$ cat src/hdl/spq_pkg.sv
// Shared types and constants for the stable min-priority queue.
`default_nettype none

package spq_pkg;

    // Default number of entries the queue can hold.
    localparam int DEPTH_DEFAULT = 16;

    // Width of a stored value and of a stored priority.
    localparam int DATA_W = 32;

    // Command codes carried by an input transaction.
    typedef enum logic [1:0] {
        CMD_ENQ  = 2'd0,
        CMD_DEQ  = 2'd1,
        CMD_DUMP = 2'd2,
        CMD_NONE = 2'd3
    } cmd_t;

    // Status codes carried by a result transaction.
    typedef enum logic [1:0] {
        ST_OK    = 2'd0,
        ST_FULL  = 2'd1,
        ST_EMPTY = 2'd2
    } status_t;

    // One stored entry as it sits in the entry memory.
    typedef struct packed {
        logic signed [DATA_W-1:0] pri;
        logic signed [DATA_W-1:0] val;
    } entry_t;

    localparam int ENTRY_W = 2 * DATA_W;

endpackage

`default_nettype wire

$ cat src/hdl/stable_min_priority_queue.sv
// Enqueue appends at the tail and goes straight to the result; dequeue makes a scan pass for the
// minimum and a shift pass over the later slots. Dump: one full pass over the entry memory per emitted entry.
// The single read port of the entry memory sets this pacing; one command at a time.
// An input transaction is taken only in the idle state; the output register holds one result.
// Reset (rst_n low, asynchronous) empties the queue and clears the output valid flag.
`default_nettype none

module stable_min_priority_queue #(
    parameter int DEPTH = spq_pkg::DEPTH_DEFAULT
) (
    input  wire logic                               clk,
    input  wire logic                               rst_n,
    input  wire logic                               item_valid,
    output logic                                    item_stall,
    input  wire logic [1:0]                         cmd,
    input  wire logic signed [spq_pkg::DATA_W-1:0]  item_value,
    input  wire logic signed [spq_pkg::DATA_W-1:0]  item_priority,
    output logic                                    result_valid,
    input  wire logic                               result_stall,
    output logic signed [spq_pkg::DATA_W-1:0]       out_value,
    output logic signed [spq_pkg::DATA_W-1:0]       out_priority,
    output logic [1:0]                              status,
    output logic                                    last_of_run
);

    localparam int IDX_W = $clog2(DEPTH);
    localparam int CNT_W = $clog2(DEPTH + 1);

    typedef enum logic [2:0] {
        S_IDLE,
        S_DEQ_SCAN,
        S_DEQ_SHIFT,
        S_DUMP_SCAN,
        S_EMIT
    } state_t;

    state_t                            state_reg,      state_next;
    logic [CNT_W-1:0]                  count_reg,      count_next;
    logic [CNT_W-1:0]                  k_reg,          k_next;
    logic                              pend_reg,       pend_next;
    logic [IDX_W-1:0]                  pend_addr_reg,  pend_addr_next;
    logic                              found_reg,      found_next;
    logic signed [spq_pkg::DATA_W-1:0] best_val_reg,   best_val_next;
    logic signed [spq_pkg::DATA_W-1:0] best_pri_reg,   best_pri_next;
    logic [IDX_W-1:0]                  best_idx_reg,   best_idx_next;
    logic                              have_last_reg,  have_last_next;
    logic signed [spq_pkg::DATA_W-1:0] last_pri_reg,   last_pri_next;
    logic [IDX_W-1:0]                  last_idx_reg,   last_idx_next;
    logic [CNT_W-1:0]                  emitted_reg,    emitted_next;
    logic                              more_reg,       more_next;
    logic signed [spq_pkg::DATA_W-1:0] res_val_reg,    res_val_next;
    logic signed [spq_pkg::DATA_W-1:0] res_pri_reg,    res_pri_next;
    spq_pkg::status_t                  res_status_reg, res_status_next;
    logic                              res_last_reg,   res_last_next;
    logic                              out_valid_reg,  out_valid_next;
    logic signed [spq_pkg::DATA_W-1:0] out_val_reg,    out_val_next;
    logic signed [spq_pkg::DATA_W-1:0] out_pri_reg,    out_pri_next;
    spq_pkg::status_t                  out_status_reg, out_status_next;
    logic                              out_last_reg,   out_last_next;

    logic             accept;
    spq_pkg::cmd_t    cmd_code;
    logic             is_full;
    logic             is_empty;
    logic             scanning;
    logic             issue;
    logic             pass_done;
    logic             eligible;
    logic             take;
    logic             out_load;
    logic             last_pick;
    logic             ram_wr_en;
    logic [IDX_W-1:0] ram_wr_addr;
    spq_pkg::entry_t  ram_wr_data;
    spq_pkg::entry_t  rd_entry;
    logic [spq_pkg::ENTRY_W-1:0] rd_word;

    // Entry memory, kept in arrival order.
    spq_ram #(
        .WIDTH (spq_pkg::ENTRY_W),
        .DEPTH (DEPTH)
    ) u_entry_ram (
        .clk     (clk),
        .wr_en   (ram_wr_en),
        .wr_addr (ram_wr_addr),
        .wr_data (ram_wr_data),
        .rd_addr (k_reg[IDX_W-1:0]),
        .rd_data (rd_word)
    );

    assign rd_entry = spq_pkg::entry_t'(rd_word);

    // Input handshake and queue occupancy.
    assign item_stall = (state_reg != S_IDLE);
    assign accept     = item_valid && !item_stall;
    assign cmd_code   = spq_pkg::cmd_t'(cmd);
    assign is_full    = (count_reg == CNT_W'(DEPTH));
    assign is_empty   = (count_reg == '0);

    // A read is issued each cycle of a scan or shift until the last entry has been addressed.
    // The data of the read issued in the previous cycle is flagged by pend_reg.
    assign scanning  = (state_reg == S_DEQ_SCAN) || (state_reg == S_DUMP_SCAN)
                       || (state_reg == S_DEQ_SHIFT);
    assign issue     = scanning && (k_reg < count_reg);
    assign pass_done = (k_reg == count_reg) && !pend_reg;

    // A dump pass only considers entries that sort after the one emitted last,
    // ordering by priority first and arrival slot second.
    assign eligible = !have_last_reg
                      || (rd_entry.pri > last_pri_reg)
                      || ((rd_entry.pri == last_pri_reg) && (pend_addr_reg > last_idx_reg));

    // Scanning in slot order with a strict compare keeps the earliest of equal priorities.
    assign take = pend_reg
                  && ((state_reg == S_DEQ_SCAN) || eligible)
                  && (!found_reg || (rd_entry.pri < best_pri_reg));

    assign out_load  = (state_reg == S_EMIT) && (!out_valid_reg || !result_stall);
    assign last_pick = ((emitted_reg + CNT_W'(1)) == count_reg);

    // Memory writes: enqueue appends at the tail; the shift moves each later entry down one slot.
    // The shift writes two slots below the one it reads, so no forwarding is needed.
    always_comb
    begin
        ram_wr_en   = 1'b0;
        ram_wr_addr = count_reg[IDX_W-1:0];
        ram_wr_data = '{pri: item_priority, val: item_value};
        if (state_reg == S_DEQ_SHIFT)
        begin
            ram_wr_en   = pend_reg;
            ram_wr_addr = IDX_W'(pend_addr_reg - IDX_W'(1));
            ram_wr_data = rd_entry;
        end
        else if (accept && (cmd_code == spq_pkg::CMD_ENQ) && !is_full)
        begin
            ram_wr_en = 1'b1;
        end
    end

    // Sequencer next-state logic.
    always_comb
    begin
        state_next      = state_reg;
        count_next      = count_reg;
        k_next          = k_reg;
        pend_next       = issue;
        pend_addr_next  = k_reg[IDX_W-1:0];
        found_next      = found_reg;
        best_val_next   = best_val_reg;
        best_pri_next   = best_pri_reg;
        best_idx_next   = best_idx_reg;
        have_last_next  = have_last_reg;
        last_pri_next   = last_pri_reg;
        last_idx_next   = last_idx_reg;
        emitted_next    = emitted_reg;
        more_next       = more_reg;
        res_val_next    = res_val_reg;
        res_pri_next    = res_pri_reg;
        res_status_next = res_status_reg;
        res_last_next   = res_last_reg;
        out_val_next    = out_val_reg;
        out_pri_next    = out_pri_reg;
        out_status_next = out_status_reg;
        out_last_next   = out_last_reg;
        out_valid_next  = out_valid_reg && result_stall;

        // Address counter shared by all scan and shift states; running minimum kept by the two scan states.
        if (issue)
        begin
            k_next = k_reg + CNT_W'(1);
        end
        if (take && (state_reg != S_DEQ_SHIFT))
        begin
            found_next    = 1'b1;
            best_val_next = rd_entry.val;
            best_pri_next = rd_entry.pri;
            best_idx_next = pend_addr_reg;
        end

        case (state_reg)
            S_IDLE:
            begin
                if (accept)
                begin
                    res_val_next  = '0;
                    res_pri_next  = '0;
                    res_last_next = 1'b1;
                    more_next     = 1'b0;
                    k_next        = '0;
                    found_next    = 1'b0;
                    case (cmd_code)
                        spq_pkg::CMD_ENQ:
                        begin
                            if (is_full)
                            begin
                                res_status_next = spq_pkg::ST_FULL;
                            end
                            else
                            begin
                                res_status_next = spq_pkg::ST_OK;
                                count_next      = count_reg + CNT_W'(1);
                            end
                            state_next = S_EMIT;
                        end
                        spq_pkg::CMD_DEQ:
                        begin
                            if (is_empty)
                            begin
                                res_status_next = spq_pkg::ST_EMPTY;
                                state_next      = S_EMIT;
                            end
                            else
                            begin
                                state_next = S_DEQ_SCAN;
                            end
                        end
                        spq_pkg::CMD_DUMP:
                        begin
                            if (is_empty)
                            begin
                                res_status_next = spq_pkg::ST_EMPTY;
                                state_next      = S_EMIT;
                            end
                            else
                            begin
                                have_last_next = 1'b0;
                                emitted_next   = '0;
                                state_next     = S_DUMP_SCAN;
                            end
                        end
                        default:
                        begin
                            state_next = S_IDLE;
                        end
                    endcase
                end
            end

            S_DEQ_SCAN:
            begin
                if (pass_done)
                begin
                    k_next     = CNT_W'(best_idx_reg) + CNT_W'(1);
                    state_next = S_DEQ_SHIFT;
                end
            end

            S_DEQ_SHIFT:
            begin
                if (pass_done)
                begin
                    count_next      = count_reg - CNT_W'(1);
                    res_val_next    = best_val_reg;
                    res_pri_next    = best_pri_reg;
                    res_status_next = spq_pkg::ST_OK;
                    res_last_next   = 1'b1;
                    more_next       = 1'b0;
                    state_next      = S_EMIT;
                end
            end

            S_DUMP_SCAN:
            begin
                if (pass_done)
                begin
                    res_val_next    = best_val_reg;
                    res_pri_next    = best_pri_reg;
                    res_status_next = spq_pkg::ST_OK;
                    res_last_next   = last_pick;
                    more_next       = !last_pick;
                    have_last_next  = 1'b1;
                    last_pri_next   = best_pri_reg;
                    last_idx_next   = best_idx_reg;
                    emitted_next    = emitted_reg + CNT_W'(1);
                    state_next      = S_EMIT;
                end
            end

            S_EMIT:
            begin
                if (out_load)
                begin
                    out_valid_next  = 1'b1;
                    out_val_next    = res_val_reg;
                    out_pri_next    = res_pri_reg;
                    out_status_next = res_status_reg;
                    out_last_next   = res_last_reg;
                    k_next          = '0;
                    found_next      = 1'b0;
                    state_next      = more_reg ? S_DUMP_SCAN : S_IDLE;
                end
            end

            default:
            begin
                state_next = S_IDLE;
            end
        endcase
    end

    // State and registered outputs.
    always_ff @(posedge clk or negedge rst_n)
    begin
        if (!rst_n)
        begin
            state_reg     <= S_IDLE;
            count_reg     <= '0;
            k_reg         <= '0;
            pend_reg      <= 1'b0;
            found_reg     <= 1'b0;
            have_last_reg <= 1'b0;
            emitted_reg   <= '0;
            more_reg      <= 1'b0;
            out_valid_reg <= 1'b0;
        end
        else
        begin
            state_reg     <= state_next;
            count_reg     <= count_next;
            k_reg         <= k_next;
            pend_reg      <= pend_next;
            found_reg     <= found_next;
            have_last_reg <= have_last_next;
            emitted_reg   <= emitted_next;
            more_reg      <= more_next;
            out_valid_reg <= out_valid_next;
        end
    end

    // Payload registers.
    always_ff @(posedge clk)
    begin
        pend_addr_reg  <= pend_addr_next;
        best_val_reg   <= best_val_next;
        best_pri_reg   <= best_pri_next;
        best_idx_reg   <= best_idx_next;
        last_pri_reg   <= last_pri_next;
        last_idx_reg   <= last_idx_next;
        res_val_reg    <= res_val_next;
        res_pri_reg    <= res_pri_next;
        res_status_reg <= res_status_next;
        res_last_reg   <= res_last_next;
        out_val_reg    <= out_val_next;
        out_pri_reg    <= out_pri_next;
        out_status_reg <= out_status_next;
        out_last_reg   <= out_last_next;
    end

    assign result_valid = out_valid_reg;
    assign out_value    = out_val_reg;
    assign out_priority = out_pri_reg;
    assign status       = out_status_reg;
    assign last_of_run  = out_last_reg;

endmodule

`default_nettype wire

$ cat src/hdl/spq_ram.sv
// Generic single-write, single-read RAM with a registered read port.
`default_nettype none

module spq_ram #(
    parameter int WIDTH = spq_pkg::ENTRY_W,
    parameter int DEPTH = spq_pkg::DEPTH_DEFAULT
) (
    input  wire logic                     clk,
    input  wire logic                     wr_en,
    input  wire logic [$clog2(DEPTH)-1:0] wr_addr,
    input  wire logic [WIDTH-1:0]         wr_data,
    input  wire logic [$clog2(DEPTH)-1:0] rd_addr,
    output logic      [WIDTH-1:0]         rd_data
);

    logic [WIDTH-1:0] mem [DEPTH];

    // Write port and registered read port.
    always_ff @(posedge clk)
    begin
        if (wr_en)
        begin
            mem[wr_addr] <= wr_data;
        end
        rd_data <= mem[rd_addr];
    end

endmodule

`default_nettype wire

$ cat config.mk
export PLATFORM = sky130hd
export DESIGN_NAME = stable_min_priority_queue
export DESIGN_NICKNAME = d
export VERILOG_FILES = /design/src/hdl/spq_pkg.sv /design/src/hdl/stable_min_priority_queue.sv /design/src/hdl/spq_ram.sv
export SDC_FILE = /design/constraint.sdc
export NUM_CORES = 1
export LEC_CHECK = 0
export CORE_AREA = 4 4 343 345
export DETAILED_ROUTE_END_ITERATION = 12
export DIE_AREA = 0 0 347 349
export DONT_BUFFER_PORTS = 1
export SYNTH_ARGS = -nofsm -noshare
export SYNTH_HDL_FRONTEND = slang
export SYNTH_HIERARCHICAL = 1
export SYNTH_SLANG_ARGS = --single-unit
$ cat constraint.sdc
create_clock -name clk -period 15.25 [get_ports clk]
set_clock_uncertainty 0.05 [all_clocks]
set_input_delay 3.05 -clock clk [delete_from_list [all_inputs] [get_ports clk]]
set_output_delay 3.05 -clock clk [all_outputs]
set_load 0.02 [all_outputs]
==> summary.md <==
| Metric | Value |
|---|---|
| Post-synth ARST share | 1.70% |
| Largest net degree at the start of global routing | 170 |
| GRT Residual Overflow | 0 |
| Share of cells above drive strength 1 | 22.5% |
| Slew HR | 11.7% |
| Rows | about 120 |
| Area contributors post-synth | edfxtp_1 74%, mux4_2 11%, dfxtp_1 2.6% |
| Most used DFF post-synth | edfxtp_1 |
| Syn nets | ~2600 |
| Final wirelength | about 110 mm |
| Number of flops mapped to enable cells by yosys | 1262 |
| Final setup fails | 0 |
| Remaining antenna violation count | 0 |
| Final WS setup | 8.70 ns |
| Die Wd | 347 µm |
| Pre-antenna DRT Iters | 5 |
| Fillers | 8970 |
| Clock latency on the worst-skew pair | 0.74 ns |
| Critical Path RT | about 16 ns |
| Max FO, Critical Path | 40 |
| Worst-path clk slew | around 0.06 ns |
| Top Registers | u_entry_ram/mem (1024), u_entry_ram/rd_data (64) |
| Post-synth top area cell | edfxtp_1 |
| Tcrit/Tclk final | a little over two fifths |
| Yosys reg bits | about 1400 |
| Core area | 114000 µm² |
| CTS resizes | 0 |
| Final hold vios | 0 |
| Reg with most FFs | u_entry_ram/mem |
| Pwr Density | 214 nW/µm² |
| Setup TNS | 0 ns |
| Seq pwr share | 46.5% |
| Max VDD drop | 171 µV |
| Gate Count Post-Synth | around 2500 |
| Num CTS Buffers | 140 |
| Starting density of the core | between 40% and 50% |
| First-pass GRT wire length | 163 mm |
| CTS Buffer Depth | 3 |
| Top cell type's share of synthesized area | 73.8% |
| GP Congestion | 0.806 |
| Internal | roughly 8.6 mW |
| CTS Root Cell | clkbuf_16 |
| Initial DRC count | 2129 |
| CTS tree | built |
| Vias in the first global route | 25026 |
| Syn_area_per_cell | slightly above 20 µm² |
| Die Area | roughly 120000 µm² |
| Clock sinks | 1353 |
| Part of the power in the clock network | 27.5% |
| Hold Buf Count CTS | 0 |
| Leakage | 18.9 nW |
| H-tree levels | 4 |
| Max Cap Viol | 0 |
| Dpl ws | just over 8 ns |
| Initial antenna violation count | 16 |
| Comb power frac | 26.0% |
| Commonest cells post-synth | 1262 x edfxtp_1, 256 x mux4_2, 128 x a22oi_1, 106 x nand2_1, 84 x inv_1 |
| PortBufs | 0 |
| Worst setup SP type | input pin |
| Tot GR Track Use | 18.1% |
| Crit path DAT | 6.85 ns |
| Status | completed |
| CP endpoint kind | flop |
| Multi-input gate area | 10900 µm² |
| RSZ-0062 raised after global routing | no |
| Detailed placer's ending HPWL | about 60 mm |
| Worst Tran Pin Value | 1.31 ns |
| Final min period | 6.55 ns |
| DRC | 0 |
| Tot Pwr | between 10 and 15 mW |
| Peak Freq | 153 MHz |
| Count leader, synth | edfxtp_1 |
| Ports | ~140 |
| Critical path class | in -> reg |
| Postcts setup bufs | 0 |
| Register area | 39800 µm² |
| Final Max Tran Viols | 0 |
| Via/cell ratio | about 5.7 |
| Switching part of the total | between 30% and 40% |
| Max reg flops | a little over 1000 |
| Die Ht | 349 µm |
| Via count | 23729 |
| Routed len/inst | around 26 µm |
| Synth-to-layout area growth | 12.8% |
| Synth Warn # | 6 |
| Synth Cell Area | 51400 µm² |
| Switching Power | 3.80 mW |
| HP Class | reg -> reg |
| Netlist cell types | 59 |
| Nets | 2703 |
| Sequential fraction of the synthesis area | roughly 78% |
[layout by cell type, fill, tap and decap left out, types with 7 or more instances in the layout]
cell,netlist,routed
a21oi_1,31,29
a22oi_1,128,128
and2_1,66,65
buf_4,6,37
bufinv_16,0,9
clkbuf_1,47,34
clkbuf_16,0,141
clkbuf_8,0,22
clkinv_1,0,13
clkinv_2,0,21
dfrtp_1,23,21
dfxtp_1,68,68
edfxtp_1,1262,1262
ha_1,83,83
inv_1,84,83
mux2_2,59,59
mux4_2,256,256
nand2_1,106,106
nand3_1,17,17
nand4_1,17,17
nor2_1,33,20
nor2_4,0,13
nor3_1,11,7
o21a_1,7,7
o21ai_0,22,22
o21ai_1,7,7
xnor2_1,10,10
xor2_1,12,12
[metrics by stage]
stage          util [%]  area (µm²)  cells  hold slack (ns)
2_1_floorplan         -       51400   2473            0.350
3_3_place_gp       46.6       53200   3919            0.351
3_5_place_dp       46.6       53200   3919            0.355
4_1_cts            50.7       58000   4180            0.365
5_1_grt            50.8       58000   4181            0.353
6_report           50.8       58000   4185            0.361
[worst max-delay path: stages]
cell	delay, ns
inv_1	0.07
ha_1	0.18
nand3_1	0.13
o21ai_0	1.00
nand3b_1	0.52
nor2_4	0.99
buf_4	0.83
[final timing paths]
kind,start,endpoint,slack [ns],depth (start not counted)
min in group asynchronous,rst_n,count_reg[4],1.95,0
max in group asynchronous,rst_n,k_reg[0],13.10,0
hold / removal,res_status_reg[0],status[0],0.36,0
hold reg to reg,res_status_reg[0],status[0],0.36,0
setup / recovery,cmd[0],u_entry_ram/mem[11][55],8.70,7
setup reg to reg,state_reg[2],u_entry_ram/mem[11][55],9.79,9
[cell families after synthesis]
kind of cell | count (synthesis) | synth area share (%)
buffers and inverters | 189 | 1.67
AO/OA/AOI/OAI | 227 | 3.05
flip-flops | 1353 | 77.5
multiplexers | 322 | 12.7
AND/OR/NAND/NOR | 276 | 2.67
XOR/XNOR | 22 | 0.375
adder cells (fa/ha/maj) | 84 | 2.06
[area by class of cell]
type / count / share of cell area [%]
multi-input cells: 931 / 18.8
flip-flops and latches: 1353 / 68.7
repair buffers: 38 / 0.514
diodes: 5 / 0.0216
clock buffers: 197 / 6.83
well taps: 1512 / 3.26
clock inverters: 64 / 1.33
inverters: 85 / 0.555
[per-layer routing]
metal / vias to the layer above / wire [µm] / part of all wire (%) / track usage [%]
li1: 10233 / - / - / -
met2: 753 / 53100 / 49 / 29.3
met4: 4 / 2080 / 1.9 / 4.75
met1: 12580 / 46600 / 43 / 25.0
met5: - / 24 / 0.022 / 0
met3: 159 / 6920 / 6.4 / 4.07
[power by group through the flow]
stage	Clock [mW]	Sequential [mW]	Combinational [mW]
after floorplan	0	5.68	2.34
after global placement	0	5.81	3.19
after detailed placement	0	5.85	3.29
after CTS	3.50	5.78	3.30
after global routing	3.66	5.84	3.55
final	3.42	5.77	3.23
No activity file was read; power rests on OpenSTA's default activity.
